<file path="src/ffpa_pkg.sv">
package ffpa_pkg;

    typedef enum logic [1:0] {
        ST_OK       = 2'd0,
        ST_NOFIT    = 2'd1,
        ST_NOTFOUND = 2'd2,
        ST_FULL     = 2'd3
    } status_t;

    localparam logic KIND_ALLOC   = 1'b0;
    localparam logic KIND_RELEASE = 1'b1;

    localparam logic REG_TOTAL_SIZE  = 1'b0;
    localparam logic REG_OS_RESERVED = 1'b1;
    localparam int   CFG_IDX_W       = 1;

    localparam logic [15:0] RESET_TOTAL_SIZE  = 16'd512;
    localparam logic [15:0] RESET_OS_RESERVED = 16'd8;

    typedef struct packed {
        logic        kind;
        logic [15:0] request_length;
        logic [15:0] job_id;
    } req_t;

    typedef struct packed {
        logic [1:0]  status;
        logic [15:0] base_address;
        logic [15:0] part_size;
    } rsp_t;

    // One table row as stored in the partition memory.
    typedef struct packed {
        logic        used;
        logic [15:0] owner;
        logic [15:0] base;
        logic [15:0] length;
    } entry_t;

endpackage

</file>
<file path="src/first_fit_partition_allocator_core.sv">
// First-fit variable-partition allocator. The table lives in a memory with one
// write port and one registered read port, and a small sequencer walks it one
// entry at a time. Each visited entry is read, then checked. A split moves every
// entry behind the hit up one place. A release merges with free neighbors and
// then moves the entries behind it down. The block is not ready while a request
// is in work or while its result waits.
// Only entries below the live count are ever used, so the table needs no clear;
// a configuration write just reloads entry 0 and the count.
module first_fit_partition_allocator_core #(
    parameter int MAX_PARTS = 64
) (
    input  logic               clk,
    input  logic               rst_n,
    input  logic               in_valid,
    output logic               in_ready,
    input  ffpa_pkg::req_t     in_data,
    output logic               out_valid,
    input  logic               out_ready,
    output ffpa_pkg::rsp_t     out_data,
    input  logic               cfg_we,
    input  logic [ffpa_pkg::CFG_IDX_W-1:0] cfg_index,
    input  logic [15:0]        cfg_wdata
);

    localparam int AW = $clog2(MAX_PARTS);
    localparam int CW = $clog2(MAX_PARTS + 1);
    localparam logic [CW-1:0] MAXC = CW'(MAX_PARTS);
    localparam logic [CW-1:0] ONE  = CW'(1);

    typedef enum logic [3:0] {
        S_IDLE, S_INIT, S_RD, S_CHK, S_SPL_RD, S_SPL_WR, S_SPL_FIN, S_WB,
        S_NXT_RD, S_NXT_CHK, S_PRV_RD, S_PRV_CHK, S_DEL_RD, S_DEL_WR, S_DONE
    } state_t;

    state_t            state_reg;
    logic [15:0]       total_reg, osr_reg;
    logic [CW-1:0]     count_reg;
    logic [CW-1:0]     idx_reg;     // row that is written back at the end
    logic [CW-1:0]     ptr_reg;     // scan and shift pointer
    logic [CW-1:0]     shamt_reg;   // rows removed by a release merge
    logic              nxt_reg;     // the next row was merged
    ffpa_pkg::req_t    req_reg;
    ffpa_pkg::entry_t  cur_reg;     // found entry, possibly merged
    ffpa_pkg::entry_t  spl_reg;     // surplus row of a split
    ffpa_pkg::rsp_t    rsp_reg;
    logic              busy_reg;

    logic              we;
    logic [AW-1:0]     waddr, raddr;
    ffpa_pkg::entry_t  wdata, rdata;

    ffpa_table #(.DEPTH(MAX_PARTS), .AW(AW)) u_table (
        .clk(clk), .we(we), .waddr(waddr), .wdata(wdata),
        .raddr(raddr), .rdata(rdata)
    );

    assign in_ready  = (state_reg == S_IDLE) && !busy_reg && !cfg_we;
    assign out_valid = busy_reg;
    assign out_data  = rsp_reg;

    // Memory port control.
    always_comb
    begin
        we    = 1'b0;
        waddr = idx_reg[AW-1:0];
        wdata = cur_reg;
        raddr = ptr_reg[AW-1:0];
        unique case (state_reg)
            S_INIT:
            begin
                we    = 1'b1;
                waddr = '0;
                wdata = '{used: 1'b0, owner: 16'd0, base: osr_reg,
                          length: total_reg - osr_reg};
            end
            S_SPL_RD:
            begin
                raddr = AW'(ptr_reg - ONE);
            end
            S_SPL_WR:
            begin
                we    = 1'b1;
                waddr = ptr_reg[AW-1:0];
                wdata = rdata;
            end
            S_SPL_FIN:
            begin
                we    = 1'b1;
                waddr = AW'(idx_reg + ONE);
                wdata = spl_reg;
            end
            S_WB:
            begin
                we = 1'b1;
            end
            S_NXT_RD:
            begin
                raddr = AW'(idx_reg + ONE);
            end
            S_PRV_RD:
            begin
                raddr = AW'(idx_reg - ONE);
            end
            S_DEL_WR:
            begin
                we    = 1'b1;
                waddr = AW'(ptr_reg - shamt_reg);
                wdata = rdata;
            end
            default:
            begin
            end
        endcase
    end

    always_ff @(posedge clk or negedge rst_n)
    begin
        if (!rst_n)
        begin
            state_reg <= S_INIT;
            total_reg <= ffpa_pkg::RESET_TOTAL_SIZE;
            osr_reg   <= ffpa_pkg::RESET_OS_RESERVED;
            count_reg <= '0;
            idx_reg   <= '0;
            ptr_reg   <= '0;
            shamt_reg <= '0;
            nxt_reg   <= 1'b0;
            req_reg   <= '0;
            cur_reg   <= '0;
            spl_reg   <= '0;
            rsp_reg   <= '0;
            busy_reg  <= 1'b0;
        end
        else
        begin
            if (busy_reg && out_ready)
            begin
                busy_reg <= 1'b0;
            end
            if (cfg_we && (state_reg == S_IDLE || state_reg == S_INIT))
            begin
                // A write during the reload simply restarts it.
                if (cfg_index == ffpa_pkg::REG_TOTAL_SIZE)
                begin
                    total_reg <= cfg_wdata;
                    state_reg <= S_INIT;
                end
                else if (cfg_index == ffpa_pkg::REG_OS_RESERVED)
                begin
                    osr_reg   <= cfg_wdata;
                    state_reg <= S_INIT;
                end
            end
            else
            begin
                unique case (state_reg)
                    S_IDLE:
                    begin
                        if (in_valid && in_ready)
                        begin
                            req_reg   <= in_data;
                            ptr_reg   <= '0;
                            shamt_reg <= '0;
                            nxt_reg   <= 1'b0;
                            rsp_reg   <= '{status: (in_data.kind == ffpa_pkg::KIND_RELEASE)
                                                   ? ffpa_pkg::ST_NOTFOUND
                                                   : ffpa_pkg::ST_NOFIT,
                                           base_address: 16'd0, part_size: 16'd0};
                            if (in_data.kind == ffpa_pkg::KIND_ALLOC
                                && in_data.request_length == 16'd0)
                            begin
                                state_reg <= S_DONE;
                            end
                            else
                            begin
                                state_reg <= S_RD;
                            end
                        end
                    end
                    S_INIT:
                    begin
                        count_reg <= (total_reg > osr_reg) ? ONE : '0;
                        state_reg <= S_IDLE;
                    end
                    S_RD:
                    begin
                        state_reg <= (ptr_reg < count_reg) ? S_CHK : S_DONE;
                    end
                    S_CHK:
                    begin
                        if (req_reg.kind == ffpa_pkg::KIND_ALLOC)
                        begin
                            if (!rdata.used && rdata.length >= req_reg.request_length)
                            begin
                                idx_reg <= ptr_reg;
                                cur_reg <= '{used: 1'b1, owner: req_reg.job_id,
                                             base: rdata.base,
                                             length: req_reg.request_length};
                                if (rdata.length == req_reg.request_length)
                                begin
                                    rsp_reg <= '{status: ffpa_pkg::ST_OK,
                                                 base_address: rdata.base,
                                                 part_size: req_reg.request_length};
                                    state_reg <= S_WB;
                                end
                                else if (count_reg >= MAXC)
                                begin
                                    rsp_reg <= '{status: ffpa_pkg::ST_FULL,
                                                 base_address: 16'd0, part_size: 16'd0};
                                    state_reg <= S_DONE;
                                end
                                else
                                begin
                                    rsp_reg <= '{status: ffpa_pkg::ST_OK,
                                                 base_address: rdata.base,
                                                 part_size: req_reg.request_length};
                                    spl_reg <= '{used: 1'b0, owner: 16'd0,
                                                 base: rdata.base + req_reg.request_length,
                                                 length: rdata.length
                                                         - req_reg.request_length};
                                    ptr_reg   <= count_reg;
                                    state_reg <= S_SPL_RD;
                                end
                            end
                            else
                            begin
                                ptr_reg   <= ptr_reg + ONE;
                                state_reg <= S_RD;
                            end
                        end
                        else
                        begin
                            if (rdata.used && rdata.owner == req_reg.job_id)
                            begin
                                idx_reg <= ptr_reg;
                                cur_reg <= '{used: 1'b0, owner: 16'd0,
                                             base: rdata.base, length: rdata.length};
                                rsp_reg <= '{status: ffpa_pkg::ST_OK,
                                             base_address: rdata.base,
                                             part_size: rdata.length};
                                state_reg <= S_NXT_RD;
                            end
                            else
                            begin
                                ptr_reg   <= ptr_reg + ONE;
                                state_reg <= S_RD;
                            end
                        end
                    end
                    S_SPL_RD:
                    begin
                        // Move entry ptr-1 up to ptr, walking down to idx+1.
                        state_reg <= (ptr_reg == idx_reg + ONE) ? S_SPL_FIN : S_SPL_WR;
                    end
                    S_SPL_WR:
                    begin
                        ptr_reg   <= ptr_reg - ONE;
                        state_reg <= S_SPL_RD;
                    end
                    S_SPL_FIN:
                    begin
                        count_reg <= count_reg + ONE;
                        state_reg <= S_WB;
                    end
                    S_WB:
                    begin
                        state_reg <= (shamt_reg != '0) ? S_DEL_RD : S_DONE;
                    end
                    S_NXT_RD:
                    begin
                        state_reg <= (idx_reg + ONE < count_reg) ? S_NXT_CHK : S_PRV_RD;
                    end
                    S_NXT_CHK:
                    begin
                        if (!rdata.used)
                        begin
                            cur_reg.length <= cur_reg.length + rdata.length;
                            nxt_reg        <= 1'b1;
                            shamt_reg      <= ONE;
                        end
                        state_reg <= S_PRV_RD;
                    end
                    S_PRV_RD:
                    begin
                        if (idx_reg != '0)
                        begin
                            state_reg <= S_PRV_CHK;
                        end
                        else
                        begin
                            ptr_reg   <= idx_reg + ONE + CW'(nxt_reg);
                            state_reg <= S_WB;
                        end
                    end
                    S_PRV_CHK:
                    begin
                        // The rows behind the merged span start here.
                        ptr_reg <= idx_reg + ONE + CW'(nxt_reg);
                        if (!rdata.used)
                        begin
                            idx_reg   <= idx_reg - ONE;
                            cur_reg   <= '{used: 1'b0, owner: 16'd0, base: rdata.base,
                                           length: rdata.length + cur_reg.length};
                            shamt_reg <= shamt_reg + ONE;
                        end
                        state_reg <= S_WB;
                    end
                    S_DEL_RD:
                    begin
                        // Copy entry ptr down by the number of removed rows.
                        if (ptr_reg < count_reg)
                        begin
                            state_reg <= S_DEL_WR;
                        end
                        else
                        begin
                            count_reg <= count_reg - shamt_reg;
                            state_reg <= S_DONE;
                        end
                    end
                    S_DEL_WR:
                    begin
                        ptr_reg   <= ptr_reg + ONE;
                        state_reg <= S_DEL_RD;
                    end
                    S_DONE:
                    begin
                        busy_reg  <= 1'b1;
                        state_reg <= S_IDLE;
                    end
                    default:
                    begin
                        state_reg <= S_IDLE;
                    end
                endcase
            end
        end
    end

    a_cnt_bound: assert property (@(posedge clk) disable iff (!rst_n)
        count_reg <= MAXC)
        else $error("partition count exceeds table depth");

    a_out_hold: assert property (@(posedge clk) disable iff (!rst_n)
        out_valid && !out_ready |=> out_valid && $stable(out_data))
        else $error("result changed while stalled");

    a_no_accept_busy: assert property (@(posedge clk) disable iff (!rst_n)
        out_valid |-> !in_ready)
        else $error("accepted a request while a result waits");

endmodule

</file>
<file path="src/ffpa_table.sv">
// Partition table memory: one write port, one registered read port.
module ffpa_table #(
    parameter int DEPTH = 64,
    parameter int AW    = 6
) (
    input  logic             clk,
    input  logic             we,
    input  logic [AW-1:0]    waddr,
    input  ffpa_pkg::entry_t wdata,
    input  logic [AW-1:0]    raddr,
    output ffpa_pkg::entry_t rdata
);

    ffpa_pkg::entry_t mem [DEPTH];

    always_ff @(posedge clk)
    begin
        if (we)
        begin
            mem[waddr] <= wdata;
        end
        rdata <= mem[raddr];
    end

endmodule
</file>
<file path="config.mk">
export PLATFORM = sky130hd
export DESIGN_NAME = first_fit_partition_allocator_core
export DESIGN_NICKNAME = d
export VERILOG_FILES = /design/src/ffpa_pkg.sv /design/src/first_fit_partition_allocator_core.sv /design/src/ffpa_table.sv
export SDC_FILE = /design/constraint.sdc
export NUM_CORES = 2
export LEC_CHECK = 0
export ABC_CLOCK_PERIOD_IN_PS = 6200
export BUFFER_PORTS_ARGS = -buffer_cell sky130_fd_sc_hd__buf_2
export CORE_AREA = 2 2 584 586
export CTS_CLUSTER_SIZE = 14
export DETAILED_ROUTE_END_ITERATION = 10
export DIE_AREA = 0 0 586 588
export PLACE_DENSITY_LB_ADDON = 0.3
export SYNTH_ARGS = -nofsm -noshare
export SYNTH_HDL_FRONTEND = slang
export SYNTH_SLANG_ARGS = --single-unit
export TNS_END_PERCENT = 20
</file>
<file path="constraint.sdc">
create_clock -name clk -period 6.2 [get_ports clk]
set_input_delay 0.62 -clock clk [delete_from_list [all_inputs] [get_ports clk]]
set_output_delay 0.62 -clock clk [all_outputs]
set_load 0.01 [all_outputs]
</file>
Word-level counts from Yosys, hierarchy flattened
Memories as Yosys holds them, arrays and structs flattened. A register that Yosys moved wholly into a read port is not among the register bits.
Index checks and enable logic that the tools add are counted.
- memories kept: 1
- output and inout bits: 36
- bits in registers: 214
- memory bits (writable): 3136
- word-level logic and storage cells: 172
- bits in read-only memories: 0
- latch bits: 0
- memory list (name ; depth ; width ; rd ports ; clocked after Yosys merged registers in ; write ports ; line ; source):
    u_table.mem ; 64 ; 49 ; 1 ; 1 ; 1 ; ffpa_table.sv:14 ; ffpa_pkg::entry_t mem [DEPTH];
- reduce and logical (&&, ||, !) cells: 37
- $mul: 0
- shift-type cells: 0
- magnitude comparators: 5
- div/mod/pow operators: 0
- bitwise operators: 6
- mux-type cells: 61
- add/sub/neg operators: 13
- equal/unequal tests: 28
- operator list (operator ; count):
    $mux 34 ; 6
    $mux 49 ; 4
    $pmux 49 s3 ; 1
    $mux 7 ; 14
    $pmux 34 s2 ; 1
    $pmux 33 s2 ; 1
    $pmux 16 s3 ; 1
    $pmux 4 s12 ; 1
    $pmux 7 s3 ; 2
    $pmux 7 s6 ; 1
    $mux 4 ; 10
    $add 16x16->16 ; 2
    $eq 16x16->1 ; 2
    $sub 16x16->16 ; 2
    $add 7x1->7 const B ; 4
    $eq 4x4->1 const B ; 7
    $pmux 6 s4 ; 1
    $pmux 6 s3 ; 1
    $eq 4x3->1 const B ; 4
    $ge 16x16->1 ; 1
    $gt 16x16->1 ; 1
    $logic_not 16->1 ; 1
    $mux 16 ; 1
    $reduce_and 5->1 ; 3
    34 further kinds ; 78

Longest topological paths before layout
- word-level depth: 7
- depth in mapped cells: 15

By module
Synthesis repeated with hierarchy kept, for this count alone.
- cells, all modules: 6728
- area total of the unflattened synthesis: 134164.9 µm²
- by module, submodules not included (module ; area each (µm²) ; cells each ; times used):
    ffpa_table ; 119569.7 ; 5098 ; 1
    first_fit_partition_allocator_core ; 14595.2 ; 1630 ; 1

Least setup slack after synthesis
No wires, ideal clock.
- path type: register -> register
- start: register total_reg[0]
- end: memory u_table.mem[0][14] (netlist bit) (data pin)
- buffers on the path: 0
- slack: 808 ps
- stages on the path, launching flop included: 12
- arrival: 4690 ps
- clock period less this slack: 5392 ps
- path through: dfrtp_1 -> inv_1 -> ha_1 -> inv_1 -> fa_1 -> a211o_1 -> a21oi_1 -> o31ai_1 -> o21ai_0 -> o21ai_0 -> xnor2_1 -> o21ai_0
- RTL lines (what ; line ; source):
    start, declared ; first_fit_partition_allocator_core.sv:36 ; logic [15:0] total_reg, osr_reg;
    start signal, assigned ; first_fit_partition_allocator_core.sv:121 ; total_reg <= ffpa_pkg::RESET_TOTAL_SIZE;
    start signal, assigned ; first_fit_partition_allocator_core.sv:145 ; total_reg <= cfg_wdata;
    end, declared ; ffpa_table.sv:14 ;

Worst setup path in the final report
- start: register ptr_reg[0]
- end: memory u_table.mem[27][19] (netlist bit), enable pin
- word-level cells in the longest chain between the ends: 2
- ends and longest elaborated chain (what ; line ; source):
    start, declared ; first_fit_partition_allocator_core.sv:39 ; logic [CW-1:0] ptr_reg;
    start signal, assigned ; first_fit_partition_allocator_core.sv:221 ; ptr_reg <= count_reg;
    start signal, assigned ; first_fit_partition_allocator_core.sv:227 ; ptr_reg <= ptr_reg + ONE;
    start signal, assigned ; first_fit_partition_allocator_core.sv:245 ; ptr_reg <= ptr_reg + ONE;
    $sub 6x6->6 ; first_fit_partition_allocator_core.sv:107 ; waddr = AW'(ptr_reg - shamt_reg);
    $pmux 6 s4 (*) ; first_fit_partition_allocator_core.sv:68 ; unique case (state_reg)
Mark *: on every way between the ends. The rest lies on a longest branch, timed or not.

==> results.txt <==
Status = finished clean
Top cell type's share of synthesized area = 69.7%
CP endpoint kind = register
EDFF count, synth = 3136
Leading cell types by count after synthesis = edfxtp_1 (3136), mux4_2 (784), nand2_1 (426)
Slew @ Worst Pin = 1.40 ns
Site row count = 214
First-pass GRT wire length = 547 mm
Share of layout cells above drive strength 1 = 25.4%
Synth Instances = 6848
Wire length per cell = 31.9 µm
Clock buffer depth = 4
Gr usage total = 22.2%
Detail Route Antenna Nets = 0
Final worst-path cycle share = 94.5%
Die span in y = 588 µm
HPWL Detailed = 232 mm
Worst path slowest cell = nor2_4
Fmax = 171 MHz
Main flop type after synthesis = edfxtp_1
GP Congestion = 0.900
Largest area contributor in the netlist = edfxtp_1
Initial antenna violation count = 19
Final min period = 5.86 ns
TritonCTS clock tree = built
Num Clock Sinks = 3399
Critical Path RT = 6.72 ns
Setup violators final = 0
Ranking of synthesized cells by area = edfxtp_1 (70%), mux4_2 (13%), dfrtp_1 (3.9%), nand2_1 (1.2%), mux2i_1 (1.2%)
Starting Density = 39.9%
GR peak layer = met2
Initial DRC Count = 9361
Inst Count DP = 11400
R2R Setup Slk = 0.34 ns
CTS buffer count = 346
Top-count cell post-synth = edfxtp_1
Vias per cell = 5.96
Grt met2 use = 34.7%
Avg Synthesized Cell Area = 19.7 µm²
Syn Nets = 7003
Synthesized area = 135000 µm²
Syn. warnings = 0
Die width = 586 µm
FFs w/ async S/R, synth = 6.30%
Vias in the first global route = 71900
Die area = 345000 µm²
Worst-path clk slew = 0.06 ns
Yosys cell types = 83
Cell Pwr Density = 442 nW/µm²
Biggest cell delay along the critical path = 0.97 ns
M3 GR Usage = 4.18%
Core Region = 338000 µm²
Largest net degree at the start of global routing = 103
Flops & latches, synth = 3399
Global Route met1 Usage = 31.7%
Clk root buf = clkbuf_16
Static Leakage = 51.6 nW
Hold Path Class = input pin to register
I/O pins = 91
RSZ-0062 raised after global routing = false
Register area share after synthesis = 74.4%
Global route total overflow = 0
CP Class = register to register
Drt first pass iters = 7
Number of flip-flops in the largest register = 3136
DRC = 0
Clock Latency Late Sink = 0.93 ns
Startpoint types = register
Multi-input combinational cell area = 33400 µm²
Worst Reg2Reg Path Length in Cells = 12
Setup TNS = 0 ns
DR vias = 72300
Area grow syn2layout = 15.0%
Fillers = 28300
Reg2reg start = ptr_reg[0]$_DFFE_PN0P_
Worst Hold End = state_reg[0]$_DFFE_PN1P_
CP max FO = 28
Max-slew headroom = 5.94%
I/O Buffers = 90
Clk_skew = 0.0556 ns
WP data arrival = 6.38 ns
Post-CTS setup buffer count = 0
RR Endpoint = u_table.mem[27][19]$_DFFE_PP_
Max VDD drop = 0.530 mV
Crit-path cells = inv_1 > ha_1 > inv_1 > fa_1 > a21o_1 > a21oi_1 > xnor2_1 > nand2_1 > a21oi_1 > nand3b_1 > nor2_4 > buf_4
Register Area = 101000 µm²
Htree depth = 5
Non-Filler Instances = 12100
Fin. Hold Viols = 0
# nets final = 7451
Max_cap viols = 0
Worst hold path depth = 3
Hold Crit Start = cfg_we
Total Wirelength = 387 mm
Max Slew Vio Count = 0
routing by layer:
layer,routed length (µm),part of all wire (%),vias to the layer above
met5,23,0.0059,-
met4,12000,3.1,4
met3,35600,9.2,541
met2,181000,47,3585
met1,158000,41,38900
li1,-,-,29300
how the worst max path moves through the flow:
stage / from / to / slack, ns
after floorplan: total_reg[0]$_DFFE_PN0P_ / u_table.mem[0][14]$_DFFE_PP_ / 0.81
after global placement: ptr_reg[0]$_DFFE_PN0P_ / u_table.mem[26][35]$_DFFE_PP_ / 0.59
after detailed placement: ptr_reg[0]$_DFFE_PN0P_ / u_table.mem[24][3]$_DFFE_PP_ / 0.62
after CTS: ptr_reg[0]$_DFFE_PN0P_ / u_table.mem[27][19]$_DFFE_PP_ / 0.58
after global routing: ptr_reg[0]$_DFFE_PN0P_ / u_table.mem[25][19]$_DFFE_PP_ / 0.33
final: ptr_reg[0]$_DFFE_PN0P_ / u_table.mem[27][19]$_DFFE_PP_ / 0.34
critical path: cells and delay by family (launching register included):
family	cells	cell delay (ns)
buffers and inverters	3	0.94
adders and majority gates	2	0.62
xor gates and xnor gates	1	0.17
AOI/OAI and AO/OA	3	1.27
DFF	1	0.59
and+or+nand+nor	3	1.77
power by group:
part           internal, W  leakage (nW)  switching (W)  total (W)
sequential          0.0311          31.8        0.00125     0.0324
clock               0.0118          5.42        0.00879     0.0206
combinational      0.00424          14.3         0.0115     0.0157
final cells by class:
class                           instances  area share, %
Multi-Input combinational cell       2996           21.5
Clock inverter                        192           1.20
Tap cell                             4536           3.66
Timing Repair Buffer                  476           2.75
Antenna cell                           11         0.0177
Inverter                               77          0.186
Sequential cell                      3399           64.8
Clock buffer                          446           5.94
placed cells by master (no fill, tap or decap), drive strengths merged, types with 52 or more instances in the layout:
cell and n:
nor2 190, nor3 56, dfrtp 211, buf 425
mux2i 158, a22oi 69, clkinv 138, o21ai 243
edfxtp 3136, inv 94, ha 94, clkbuf 446
mux4 784, nand2 426, mux2 71, a21oi 131
xnor2 61, a221oi 52
per-stage QoR:
stage / total power [W] / utilization, % / hold slack, ns / worst slack (ns) / cell area (µm²)
6_report: 0.0687 / 45.9 / 0.113 / 0.339 / 155000
5_1_grt: 0.0709 / 45.9 / 0.123 / 0.332 / 155000
4_1_cts: 0.0688 / 45.9 / 0.0565 / 0.580 / 155000
3_5_place_dp: 0.0484 / 42.4 / 0.466 / 0.625 / 144000
3_3_place_gp: 0.0478 / 42.4 / 0.458 / 0.589 / 144000
2_1_floorplan: 0.0407 / - / 0.324 / 0.808 / 135000
cells by family (layout without fill, tap and decap cells):
| family | after synthesis | count (layout) | synth area share (%) |
|---|---|---|---|
| AND/OR/NAND/NOR | 861 | 861 | 2.84 |
| AO/OA/AOI/OAI | 919 | 919 | 4.74 |
| other | 0 | 11 | 0 |
| multiplexers | 1013 | 1013 | 14.8 |
| XOR/XNOR | 103 | 103 | 0.668 |
| adder cells (fa/ha/maj) | 100 | 100 | 0.960 |
| buffers and inverters | 453 | 1191 | 1.50 |
| flip-flops | 3399 | 3399 | 74.4 |
timing repair:
action | 4_1_cts | 5_1_grt
hold buffers | 51 | 0
gates resized for setup | 0 | 0
hold endpoints to repair | 165 | 0
No activity file was read; power rests on OpenSTA's default activity.
